===== src/sv/esc_rts_pkg.sv =====
// Shared types and constants for the reverse throttle sequencer.
`timescale 1ns / 1ps

package esc_rts_pkg;

   localparam int WidthBits   = 12;
   localparam int TimeBits    = 16;
   localparam int ChannelBits = 4;
   localparam int PhaseBits   = 2;
   localparam int ThrottleBits = 16;
   localparam int NowBits     = 32;
   localparam int CsrIndexBits = 3;
   localparam int CsrDataBits = 16;

   // reverse arming phases
   localparam logic [PhaseBits-1:0] PH_READY   = 2'd0;
   localparam logic [PhaseBits-1:0] PH_BRAKE   = 2'd1;
   localparam logic [PhaseBits-1:0] PH_PAUSE   = 2'd2;
   localparam logic [PhaseBits-1:0] PH_ENGAGED = 2'd3;

   // register indexes
   localparam logic [CsrIndexBits-1:0] REG_NEUTRAL_WIDTH       = 3'd0;
   localparam logic [CsrIndexBits-1:0] REG_FORWARD_CREEP_WIDTH = 3'd1;
   localparam logic [CsrIndexBits-1:0] REG_FORWARD_MAX_WIDTH   = 3'd2;
   localparam logic [CsrIndexBits-1:0] REG_REVERSE_CREEP_WIDTH = 3'd3;
   localparam logic [CsrIndexBits-1:0] REG_REVERSE_MAX_WIDTH   = 3'd4;
   localparam logic [CsrIndexBits-1:0] REG_BRAKE_TIME_MS       = 3'd5;
   localparam logic [CsrIndexBits-1:0] REG_PAUSE_TIME_MS       = 3'd6;
   localparam logic [CsrIndexBits-1:0] REG_OUTPUT_CHANNEL      = 3'd7;

   // register reset values
   localparam logic [WidthBits-1:0]   RST_NEUTRAL_WIDTH       = 12'd1500;
   localparam logic [WidthBits-1:0]   RST_FORWARD_CREEP_WIDTH = 12'd1550;
   localparam logic [WidthBits-1:0]   RST_FORWARD_MAX_WIDTH   = 12'd2000;
   localparam logic [WidthBits-1:0]   RST_REVERSE_CREEP_WIDTH = 12'd1450;
   localparam logic [WidthBits-1:0]   RST_REVERSE_MAX_WIDTH   = 12'd1000;
   localparam logic [TimeBits-1:0]    RST_BRAKE_TIME_MS       = 16'd100;
   localparam logic [TimeBits-1:0]    RST_PAUSE_TIME_MS       = 16'd100;
   localparam logic [ChannelBits-1:0] RST_OUTPUT_CHANNEL      = 4'd0;

   typedef struct packed {
      logic [WidthBits-1:0]   neutral_width;
      logic [WidthBits-1:0]   forward_creep_width;
      logic [WidthBits-1:0]   forward_max_width;
      logic [WidthBits-1:0]   reverse_creep_width;
      logic [WidthBits-1:0]   reverse_max_width;
      logic [TimeBits-1:0]    brake_time_ms;
      logic [TimeBits-1:0]    pause_time_ms;
      logic [ChannelBits-1:0] output_channel;
   } cfg_type;

   typedef struct packed {
      logic [WidthBits-1:0] pulse_width;
      logic [PhaseBits-1:0] phase;
      logic [NowBits-1:0]   entry_time;
   } step_type;

endpackage


===== src/sv/esc_rts_csr.sv =====
// Configuration register file of the reverse throttle sequencer.
`timescale 1ns / 1ps

module esc_rts_csr (
   input  logic                                clock,
   input  logic                                reset,
   input  logic                                csr_wr_en,
   input  logic [esc_rts_pkg::CsrIndexBits-1:0] csr_index,
   input  logic [esc_rts_pkg::CsrDataBits-1:0]  csr_wdata,
   output esc_rts_pkg::cfg_type                cfg
);

   esc_rts_pkg::cfg_type cfg_ff;
   esc_rts_pkg::cfg_type cfg_in;

   always_comb begin
      cfg_in = cfg_ff;
      if (csr_wr_en) begin
         case (csr_index)
            esc_rts_pkg::REG_NEUTRAL_WIDTH:       cfg_in.neutral_width = csr_wdata[11:0];
            esc_rts_pkg::REG_FORWARD_CREEP_WIDTH: cfg_in.forward_creep_width = csr_wdata[11:0];
            esc_rts_pkg::REG_FORWARD_MAX_WIDTH:   cfg_in.forward_max_width = csr_wdata[11:0];
            esc_rts_pkg::REG_REVERSE_CREEP_WIDTH: cfg_in.reverse_creep_width = csr_wdata[11:0];
            esc_rts_pkg::REG_REVERSE_MAX_WIDTH:   cfg_in.reverse_max_width = csr_wdata[11:0];
            esc_rts_pkg::REG_BRAKE_TIME_MS:       cfg_in.brake_time_ms = csr_wdata;
            esc_rts_pkg::REG_PAUSE_TIME_MS:       cfg_in.pause_time_ms = csr_wdata;
            esc_rts_pkg::REG_OUTPUT_CHANNEL:      cfg_in.output_channel = csr_wdata[3:0];
            default: cfg_in = cfg_ff;
         endcase
      end
   end

   always_ff @(posedge clock) begin
      if (reset) begin
         cfg_ff.neutral_width       <= esc_rts_pkg::RST_NEUTRAL_WIDTH;
         cfg_ff.forward_creep_width <= esc_rts_pkg::RST_FORWARD_CREEP_WIDTH;
         cfg_ff.forward_max_width   <= esc_rts_pkg::RST_FORWARD_MAX_WIDTH;
         cfg_ff.reverse_creep_width <= esc_rts_pkg::RST_REVERSE_CREEP_WIDTH;
         cfg_ff.reverse_max_width   <= esc_rts_pkg::RST_REVERSE_MAX_WIDTH;
         cfg_ff.brake_time_ms       <= esc_rts_pkg::RST_BRAKE_TIME_MS;
         cfg_ff.pause_time_ms       <= esc_rts_pkg::RST_PAUSE_TIME_MS;
         cfg_ff.output_channel      <= esc_rts_pkg::RST_OUTPUT_CHANNEL;
      end else begin
         cfg_ff <= cfg_in;
      end
   end

   assign cfg = cfg_ff;

endmodule


===== src/sv/esc_rts_step.sv =====
// Next phase, entry time and pulse width for one command.
`timescale 1ns / 1ps

module esc_rts_step (
   input  esc_rts_pkg::cfg_type                  cfg,
   input  logic [esc_rts_pkg::PhaseBits-1:0]     phase,
   input  logic [esc_rts_pkg::NowBits-1:0]       entry_time,
   input  logic                                  cmd,
   input  logic signed [esc_rts_pkg::ThrottleBits-1:0] throttle_value,
   input  logic [esc_rts_pkg::NowBits-1:0]       now_ms,
   output esc_rts_pkg::step_type                 step
);

   logic [esc_rts_pkg::NowBits-1:0]      elapsed;
   logic                                 from_ready;
   logic                                 brake_done;
   logic                                 pause_done;
   logic                                 pause_zero;
   logic                                 is_neg;
   logic                                 is_zero;
   logic [esc_rts_pkg::ThrottleBits-1:0] mag;
   logic [esc_rts_pkg::WidthBits-1:0]    lo;
   logic [esc_rts_pkg::WidthBits-1:0]    hi;
   logic signed [12:0]                   diff;
   logic signed [16:0]                   mag_s;
   logic signed [29:0]                   prod;
   logic signed [29:0]                   num;
   logic [esc_rts_pkg::WidthBits-1:0]    blend;

   // elapsed time wraps modulo 2^32
   assign elapsed    = now_ms - entry_time;
   assign from_ready = (phase == esc_rts_pkg::PH_READY);
   assign brake_done = from_ready ? (cfg.brake_time_ms == '0)
                     : ((elapsed[31:16] != '0) || (elapsed[15:0] >= cfg.brake_time_ms));
   assign pause_done = (elapsed[31:16] != '0) || (elapsed[15:0] >= cfg.pause_time_ms);
   assign pause_zero = (cfg.pause_time_ms == '0);

   assign is_neg  = throttle_value[15];
   assign is_zero = (throttle_value == '0);
   // magnitude 1..32768; the most negative code maps to 0x8000
   assign mag = is_neg ? 16'(-throttle_value) : 16'(throttle_value);

   // lo + (hi - lo) * mag / 32768, floored; the result stays between lo and hi
   assign lo    = is_neg ? cfg.reverse_creep_width : cfg.forward_creep_width;
   assign hi    = is_neg ? cfg.reverse_max_width : cfg.forward_max_width;
   assign diff  = $signed({1'b0, hi}) - $signed({1'b0, lo});
   assign mag_s = $signed({1'b0, mag});
   assign prod  = diff * mag_s;
   assign num   = prod + $signed({3'b000, lo, 15'd0});
   assign blend = num[26:15];

   always_comb begin
      step.pulse_width = cfg.neutral_width;
      step.phase       = phase;
      step.entry_time  = entry_time;
      if (cmd) begin
         step.phase = esc_rts_pkg::PH_READY;
      end else if (is_zero) begin
         if (phase == esc_rts_pkg::PH_PAUSE) begin
            if (pause_done) begin
               step.phase = esc_rts_pkg::PH_ENGAGED;
            end
         end else if (phase != esc_rts_pkg::PH_ENGAGED) begin
            step.phase = esc_rts_pkg::PH_READY;
         end
      end else if (!is_neg) begin
         step.phase       = esc_rts_pkg::PH_READY;
         step.pulse_width = blend;
      end else begin
         case (phase)
            esc_rts_pkg::PH_READY, esc_rts_pkg::PH_BRAKE: begin
               if (!brake_done) begin
                  step.phase       = esc_rts_pkg::PH_BRAKE;
                  step.pulse_width = cfg.reverse_creep_width;
                  if (from_ready) begin
                     step.entry_time = now_ms;
                  end
               end else if (!pause_zero) begin
                  step.phase      = esc_rts_pkg::PH_PAUSE;
                  step.entry_time = now_ms;
               end else begin
                  step.phase       = esc_rts_pkg::PH_ENGAGED;
                  step.entry_time  = now_ms;
                  step.pulse_width = blend;
               end
            end
            esc_rts_pkg::PH_PAUSE: begin
               if (pause_done) begin
                  step.phase       = esc_rts_pkg::PH_ENGAGED;
                  step.pulse_width = blend;
               end
            end
            default: begin
               step.pulse_width = blend;
            end
         endcase
      end
   end

endmodule


===== src/sv/esc_reverse_throttle_sequencer.sv =====
// Top level of the reverse-arming throttle sequencer.
`timescale 1ns / 1ps

// Turns throttle commands and stops into servo pulse widths for a speed controller.
// Request channel (req_*): one command per transfer, cmd selects throttle or stop,
// throttle_value is signed Q1.15 and now_ms a free-running millisecond timestamp.
// Response channel (rsp_*): exactly one result per request, carrying the pulse
// width in microseconds, the configured PWM channel and the arming phase after it.
// Configuration (csr_*): one register written per cycle with csr_wr_en high;
// write only while no request is in flight.
// A transferred request passes through the input register, then the response register.
// Throughput: one request per cycle while the response is not stalled, set by the
// single compute stage between the input register and the response register; the
// phase and entry time feed back into that stage so the next command sees them.
// A stalled response holds in its register; the input register still takes a new
// request while it is empty or while the response register is empty or draining,
// and req_stall rises only when both registers are full and rsp_stall is high.
// Reset clears both valid flags, returns the phase to ready with entry time zero
// and loads the register defaults.

module esc_reverse_throttle_sequencer (
   input  logic                                clock,
   input  logic                                reset,
   input  logic                                req_valid,
   output logic                                req_stall,
   input  logic                                req_cmd,
   input  logic signed [esc_rts_pkg::ThrottleBits-1:0] req_throttle_value,
   input  logic [esc_rts_pkg::NowBits-1:0]     req_now_ms,
   output logic                                rsp_valid,
   input  logic                                rsp_stall,
   output logic [esc_rts_pkg::WidthBits-1:0]   rsp_pulse_width,
   output logic [esc_rts_pkg::ChannelBits-1:0] rsp_channel,
   output logic [esc_rts_pkg::PhaseBits-1:0]   rsp_reverse_phase,
   input  logic                                csr_wr_en,
   input  logic [esc_rts_pkg::CsrIndexBits-1:0] csr_index,
   input  logic [esc_rts_pkg::CsrDataBits-1:0]  csr_wdata
);

   esc_rts_pkg::cfg_type  cfg;
   esc_rts_pkg::step_type step;

   // input register
   logic                                       s1_valid_ff;
   logic                                       s1_valid_in;
   logic                                       s1_cmd_ff;
   logic signed [esc_rts_pkg::ThrottleBits-1:0] s1_throttle_ff;
   logic [esc_rts_pkg::NowBits-1:0]            s1_now_ff;

   // arming state
   logic [esc_rts_pkg::PhaseBits-1:0]          phase_ff;
   logic [esc_rts_pkg::NowBits-1:0]            entry_ff;

   // response register
   logic                                       rsp_valid_ff;
   logic                                       rsp_valid_in;
   logic [esc_rts_pkg::WidthBits-1:0]          rsp_width_ff;
   logic [esc_rts_pkg::ChannelBits-1:0]        rsp_channel_ff;
   logic [esc_rts_pkg::PhaseBits-1:0]          rsp_phase_ff;

   logic                                       advance;
   logic                                       req_xfer;

   esc_rts_csr u_csr (
      .clock     (clock),
      .reset     (reset),
      .csr_wr_en (csr_wr_en),
      .csr_index (csr_index),
      .csr_wdata (csr_wdata),
      .cfg       (cfg)
   );

   esc_rts_step u_step (
      .cfg            (cfg),
      .phase          (phase_ff),
      .entry_time     (entry_ff),
      .cmd            (s1_cmd_ff),
      .throttle_value (s1_throttle_ff),
      .now_ms         (s1_now_ff),
      .step           (step)
   );

   // move the input register forward when the response register is free or draining
   assign advance   = !rsp_valid_ff || !rsp_stall;
   assign req_stall = s1_valid_ff && !advance;
   assign req_xfer  = req_valid && !req_stall;

   always_comb begin
      s1_valid_in  = s1_valid_ff;
      rsp_valid_in = rsp_valid_ff;
      if (advance) begin
         rsp_valid_in = s1_valid_ff;
      end
      // an empty input register takes a transfer even while the response holds
      if (advance || !s1_valid_ff) begin
         s1_valid_in = req_valid;
      end
   end

   always_ff @(posedge clock) begin
      if (reset) begin
         s1_valid_ff  <= 1'b0;
         rsp_valid_ff <= 1'b0;
         phase_ff     <= esc_rts_pkg::PH_READY;
         entry_ff     <= '0;
      end else begin
         s1_valid_ff  <= s1_valid_in;
         rsp_valid_ff <= rsp_valid_in;
         // commit the arming state together with the result it produced
         if (s1_valid_ff && advance) begin
            phase_ff <= step.phase;
            entry_ff <= step.entry_time;
         end
      end
   end

   // payload: capture on transfer, hold while stalled
   always_ff @(posedge clock) begin
      if (req_xfer) begin
         s1_cmd_ff      <= req_cmd;
         s1_throttle_ff <= req_throttle_value;
         s1_now_ff      <= req_now_ms;
      end
      if (s1_valid_ff && advance) begin
         rsp_width_ff   <= step.pulse_width;
         rsp_channel_ff <= cfg.output_channel;
         rsp_phase_ff   <= step.phase;
      end
   end

   assign rsp_valid         = rsp_valid_ff;
   assign rsp_pulse_width   = rsp_width_ff;
   assign rsp_channel       = rsp_channel_ff;
   assign rsp_reverse_phase = rsp_phase_ff;

   // a stop always leaves the sequencer ready
   a_stop_ready: assert property (@(posedge clock) disable iff (reset)
      (s1_valid_ff && advance && s1_cmd_ff) |=> (rsp_phase_ff == esc_rts_pkg::PH_READY))
      else $error("stop did not return phase to ready");

   // the shown phase matches the committed arming state
   a_phase_track: assert property (@(posedge clock) disable iff (reset)
      rsp_valid_ff |-> (rsp_phase_ff == phase_ff))
      else $error("response phase differs from arming state");

   // stall only with a held item in the input register
   a_stall_held: assert property (@(posedge clock) disable iff (reset)
      req_stall |-> (s1_valid_ff && rsp_valid_ff))
      else $error("request stalled with free registers");

   // a brake entered from ready records the command time
   a_brake_entry: assert property (@(posedge clock) disable iff (reset)
      (s1_valid_ff && advance && (phase_ff == esc_rts_pkg::PH_READY)
       && (step.phase == esc_rts_pkg::PH_BRAKE))
      |=> (entry_ff == $past(s1_now_ff)))
      else $error("brake entry time not recorded");

endmodule

===== config.mk =====
export PLATFORM = sky130hd
export DESIGN_NAME = esc_reverse_throttle_sequencer
export DESIGN_NICKNAME = d
export VERILOG_FILES = /design/src/sv/esc_rts_pkg.sv /design/src/sv/esc_rts_csr.sv /design/src/sv/esc_rts_step.sv /design/src/sv/esc_reverse_throttle_sequencer.sv
export SDC_FILE = /design/constraint.sdc
export NUM_CORES = 1
export LEC_CHECK = 0
export BUFFER_PORTS_ARGS = -buffer_cell sky130_fd_sc_hd__buf_4
export CAP_MARGIN = 20
export CORE_MARGIN = 2
export CORE_UTILIZATION = 35
export CTS_CLUSTER_SIZE = 25
export DETAILED_ROUTE_END_ITERATION = 7
export GPL_ROUTABILITY_DRIVEN = 0
export SLEW_MARGIN = 20
export SYNTH_ARGS = -nofsm -noshare
export SYNTH_HDL_FRONTEND = slang
export SYNTH_SLANG_ARGS = --single-unit

===== constraint.sdc =====
create_clock -name clock -period 12.6 [get_ports clock]
set_input_delay 0.63 -clock clock [delete_from_list [all_inputs] [get_ports clock]]
set_output_delay 0.63 -clock clock [all_outputs]
set_load 0.01 [all_outputs]

# Word-level counts from Yosys, hierarchy flattened
# Cells that the tools add are included.
# Widths: inputs -> output; s select.
[word_totals] romBits=0 out_inout_bits=20 latch_bits=0 reg_bits=199 memories=0 ram_bits=0 wordCells=85
[classes] shifts=0 n_eq_ne=10 n_lt_le_gt_ge=2 n_reduce_logical=29 n_bitwise=2 mux=19 mul=1 div=0 n_addsub=4
[ops] cell="$mux 12" count=5
[ops] cell="$logic_not 16->1" count=3
[ops] cell="$mux 46" count=1
[ops] cell="$mux 33" count=1
[ops] cell="$ge 16x16->1" count=2
[ops] cell="$mux 32" count=1
[ops] cell="$sub 32x32->32" count=1
[ops] cell="$mux 14" count=2
[ops] cell="$add 27x27->27" count=1
[ops] cell="$mul 13x17->27" count=1
[ops] cell="$pmux 12 s2" count=1
[ops] cell="$mux 16" count=1
[ops] cell="$neg 16->16" count=1
[ops] cell="$reduce_and 2->1" count=8
[ops] cell="$reduce_bool 16->1" count=1
[ops] cell="$sub 12x12->13" count=1
[ops] cell="$eq 3x3->1 const B" count=4
[ops] cell="$mux 2" count=5
[ops] cell="$eq 3x2->1 const B" count=2
[ops] cell="$reduce_and 6->1" count=1
[ops] cell="$logic_not 1->1" count=5
[ops] cell="$logic_or 1x1->1" count=4
[ops] cell="$pmux 2 s2" count=1
[ops] cell="$eq 3x1->1 const B" count=1
[ops] cell="10 further kinds" count=13

# Depth between registers and ports, before layout
[depth] ltp_word=10 mapped_depth=38 mapped_depth_nobuf=34

# By module
# From an unflattened synthesis, not the netlist that was laid out.
[hier_totals] hier_cells=2017 hier_area_um2=18657.9
[modules_own_cells] module="esc_rts_step" cells_per_inst=1437 seq_area_each_um2=0.0 area_per_inst_um2=11227.0 instances=1
[modules_own_cells] module="esc_rts_csr" cells_per_inst=356 seq_area_each_um2=1921.8 area_per_inst_um2=3793.6 instances=1
[modules_own_cells] module="esc_reverse_throttle_sequencer" cells_per_inst=224 seq_area_each_um2=2732.6 area_per_inst_um2=3637.2 instances=1

# Worst setup path before layout
# Ideal clock, no wire load.
[synth_timing] path_kind="register to register" start="reg s1_throttle_ff[15] (netlist bit)" end="reg rsp_width_ff, in the netlist rsp_pulse_width[11], data pin" slack_ps=2939 arrival_ps=9393 t_required_ps=12332 path_stages_with_launch=35 synth_period_minus_slack_ps=9661 path_cell_list="edfxtp_1 -> clkbuf_8 -> clkbuf_1 -> clkbuf_1 -> clkbuf_1 -> mux2i_1 -> ha_1 -> nor2b_1 -> o31a_1 -> o41ai_1 -> nand3_1 -> nand2_1 -> xnor2_1 -> clkbuf_1 -> and2_1 -> fa_1 -> fa_1 -> fa_1 -> fa_1 -> fa_1 -> inv_1 -> fa_1 -> inv_1 -> ha_1 -> and3_1 -> o2111ai_1 -> nor3b_1 -> o21ai_0 -> a211oi_1 -> a211oi_1 -> or4_4 -> a31oi_4 -> a211oi_1 -> a311oi_1 -> o22ai_1"
[synth_lines] item="from (decl)" line="esc_reverse_throttle_sequencer.sv:46" rtl="logic signed [esc_rts_pkg::ThrottleBits-1:0] s1_throttle_ff;"
[synth_lines] item="from (signal assigned)" line="esc_reverse_throttle_sequencer.sv:120" rtl="s1_throttle_ff <= req_throttle_value;"
[synth_lines] item="to (signal assigned)" line="esc_reverse_throttle_sequencer.sv:124" rtl="rsp_width_ff <= step.pulse_width;"
[synth_lines] item="to (decl)" line="esc_reverse_throttle_sequencer.sv:56" rtl="logic [esc_rts_pkg::WidthBits-1:0] rsp_width_ff;"

==> impl_metrics.py <==
metrics = {
    "final_layout": {
        "drive_gt1_frac": 0.101,
        "seq_area_um2": 4650,
        "nets": 2508,
        "area_growth_pct": 11.2,
        "multiInputGateArea_um2": 12100,
        "fillers": 5162,
    },
    "detailed_routing": {
        "route.detailed.wl_per_inst_um": 17.3,
        "antenna_left": 0,
        "vias": 14394,
        "drc": 0,
        "wl_um": 48800,
        "drt_first_pass_iters": 5,
        "via_per_inst": 5.11,
        "drtIter0Drc": 883,
    },
    "floorplan": {
        "initial_core_util": 0.354,
        "pin_count": 93,
        "dieArea_um2": 53600,
        "die_x_um": 231,
        "core_area_um2": 51200,
        "die_h_um": 231,
        "rows": 83,
    },
    "sta": {
        "setup_viol": 0,
        "period_share": 0.828,
        "hold_viol_final": 0,
        "worst_pin_slew_ns": 1.14,
        "drv_slew": 0,
        "setup-tns-final_ns": 0,
        "relSlewSlack": 0.234,
        "finalClockSkew_ns": 0.0159,
        "rsz0062_at_grt": "false",
        "max_freq_mhz": 95.9,
        "period_minus_slack_ns": 10.43,
    },
    "logic_synthesis": {
        "syn-num-nets": 2448,
        "synth_ff_type": "dfxtp_1",
        "async_flop_share": 0,
        "yosys-top-cells-area": "fa_1 18%, dfxtp_1 15%, edfxtp_1 11%",
        "synthCells": 2064,
        "synthDistinctLibCells": 85,
        "synth-seq-area-share": 0.257,
        "synth.avg_cell_area_um2": 8.77,
        "yosys.area.top_type": "fa_1",
        "netlist.area_leader.share": 0.184,
        "synth-seq-cells": 199,
        "synth_edf_count": 67,
        "synth.cell_area_um2": 18100,
        "yosysWarnings": 0,
    },
    "global_routing": {
        "overflow": 0,
        "antenna_found_initial": 1,
        "grt_max_degree": 93,
        "grt_pass1_vias": 14890,
        "grtUsageTotal": 0.188,
        "grt_pass1_wl_um": 79500,
    },
    "worst_setup_path": {
        "crit_fanout": 36,
        "reg2reg_depth": 30,
        "endpoint_kind": "flop",
        "reg2reg_from": "s1_throttle_ff[15]",
        "cp_common_cell": "fa_1",
        "arrival_ns": 10.63,
        "regToRegSetupSlack_ns": 2.17,
        "slowest_delay_ns": 0.64,
        "cp.required_ns": 12.80,
        "r2r_end": "rsp_pulse_width[11]",
        "path_delay_family": "adder cells",
        "slowest_stage": "edfxtp_1",
        "startpoint_type": "flop",
        "critPathBufInv": 4,
        "path_class": "reg -> reg",
    },
    "clock_network": {
        "clk_pin_slew_worst_paths_ns": 0.08,
        "clock_path_buffers": 2,
        "cts_made_buffers": 17,
        "clock-sinks": 199,
        "htreeDepth": 4,
        "post_cts_resized": 0,
        "cts_hold_buf": 0,
        "clkLatencyLatePin_ns": 0.45,
        "cts_setup_buffers": 0,
        "root_buffer": "clkbuf_16",
        "cts_tree": "done",
    },
    "place": {
        "portBuffers": 92,
        "dp_hpwl_um": 38800,
    },
    "min_path": {
        "min_path_cells": 1,
        "hold_class": "in -> reg",
        "min_to": "s1_now_ff[11]",
        "hp-start": "req_now_ms[11]",
    },
    "outcome": {
        "status": "finished clean",
    },
    "run": {
        "drv_cap": 0,
    },
}
==> how the worst max path moves through the flow <==
stage | slack, ns | depth (start not counted) | start | endpoint
5_1_grt | 1.53 | 30 | s1_throttle_ff[15] | rsp_pulse_width[11]
4_1_cts | 2.26 | 30 | s1_throttle_ff[15] | rsp_pulse_width[11]
3_5_place_dp | 2.28 | 30 | s1_throttle_ff[15] | rsp_pulse_width[11]
3_3_place_gp | 2.42 | 30 | s1_throttle_ff[15] | rsp_pulse_width[11]
6_report | 2.17 | 30 | s1_throttle_ff[15] | rsp_pulse_width[11]
2_1_floorplan | 2.94 | 34 | s1_throttle_ff[15] | rsp_pulse_width[11]
==> registers in the layout, summed over array words and instances (netlist names), 2 cells and up <==
register and count:
rsp_pulse_width 12, rsp_channel 4, rsp_reverse_phase 2, phase_ff 2, entry_ff 32, s1_now_ff 32, u_csr.cfg 96, s1_throttle_ff 16
==> cell usage in the layout, fill, tap and decap left out, types with 7 or more instances in the layout <==
master and count:
nand2_1 367, inv_1 279, fa_1 166, ha_1 145
nor2_1 142, dfxtp_1 132, buf_4 117, a21oi_1 110
mux2i_1 73, edfxtp_1 67, o21ai_0 54, xnor2_1 42
and2_1 34, nor2b_1 30, nand3b_1 30, nor3_1 21
a21o_1 20, nand3_1 17, a211oi_1 17, xor2_1 17
clkbuf_16 17, mux2_2 16, nor4_1 15, o211ai_1 15
nand2b_1 14, o21a_1 14, nand4_1 10, a211o_1 10
and3_1 9, or3_1 7, or2_2 7
==> Yosys cell counts (all sizes together) (4+ instances only) <==
master   number
and2         37
nor3         23
o21a         14
inv         280
nor4         16
o21ai        59
nand3b       30
nand2b       14
or4           7
xor2         17
edfxtp       67
a2111oi       4
o21bai        6
nand4        11
ha          145
o211ai       16
mux2i        73
nor2b        31
mux2         16
a211oi       18
a211o        10
o31ai         4
fa          166
dfxtp       132
nor3b         4
nand2       367
xnor2        45
clkbuf       70
nand3        18
or3           8
a21oi       112
a21o         20
or2           8
o22ai         5
and3         11
nor2        143
a31oi         7
o41ai         6
buf           6
==> area by class of cell <==
cell class | count | share of cell area
inverter | 281 | 0.0524
clock inverter | 12 | 0.00510
sequential | 199 | 0.231
timing repair buffer | 117 | 0.0436
clock buffer | 20 | 0.0232
multi-input combinational | 1508 | 0.602
antenna | 1 | 0.000124
tap | 680 | 0.0423
==> cells by family (layout without fill, tap and decap cells) <==
| logic type | after synthesis | after routing | share of synthesized area |
|---|---|---|---|
| simple gates | 733 | 733 | 0.186 |
| buf+inv | 357 | 430 | 0.0759 |
| compound gates | 313 | 313 | 0.116 |
| fa+ha+maj | 311 | 311 | 0.284 |
| flops | 199 | 199 | 0.257 |
| mux | 89 | 89 | 0.0503 |
| xor+xnor | 62 | 62 | 0.0300 |
| other cells | 0 | 1 | 0 |
==> through the flow <==
stage / worst slack, ns / util / cell area [um2] / hold slack, ns / std cells
after global routing: 1.53 / 0.393 / 20100 / 0.335 / 2818
after CTS: 2.26 / 0.393 / 20100 / 0.332 / 2817
final: 2.17 / 0.393 / 20100 / 0.347 / 2818
after detailed placement: 2.28 / 0.382 / 19600 / 0.424 / 2785
after global placement: 2.42 / 0.382 / 19500 / 0.415 / 2784
after floorplan: 2.94 / - / 18100 / 0.408 / 2064
==> layer usage <==
metal / track usage / share of wire / wire [um]
met5: 0 / 0 / 0
met1: 0.228 / 0.42 / 20600
met4: 0.0651 / 0.032 / 1550
met3: 0.0268 / 0.043 / 2090
met2: 0.338 / 0.50 / 24500
Power is left out: the tool's default activity adds up to more than one toggle a clock period on the data nets, which glitch-free logic cannot reach.
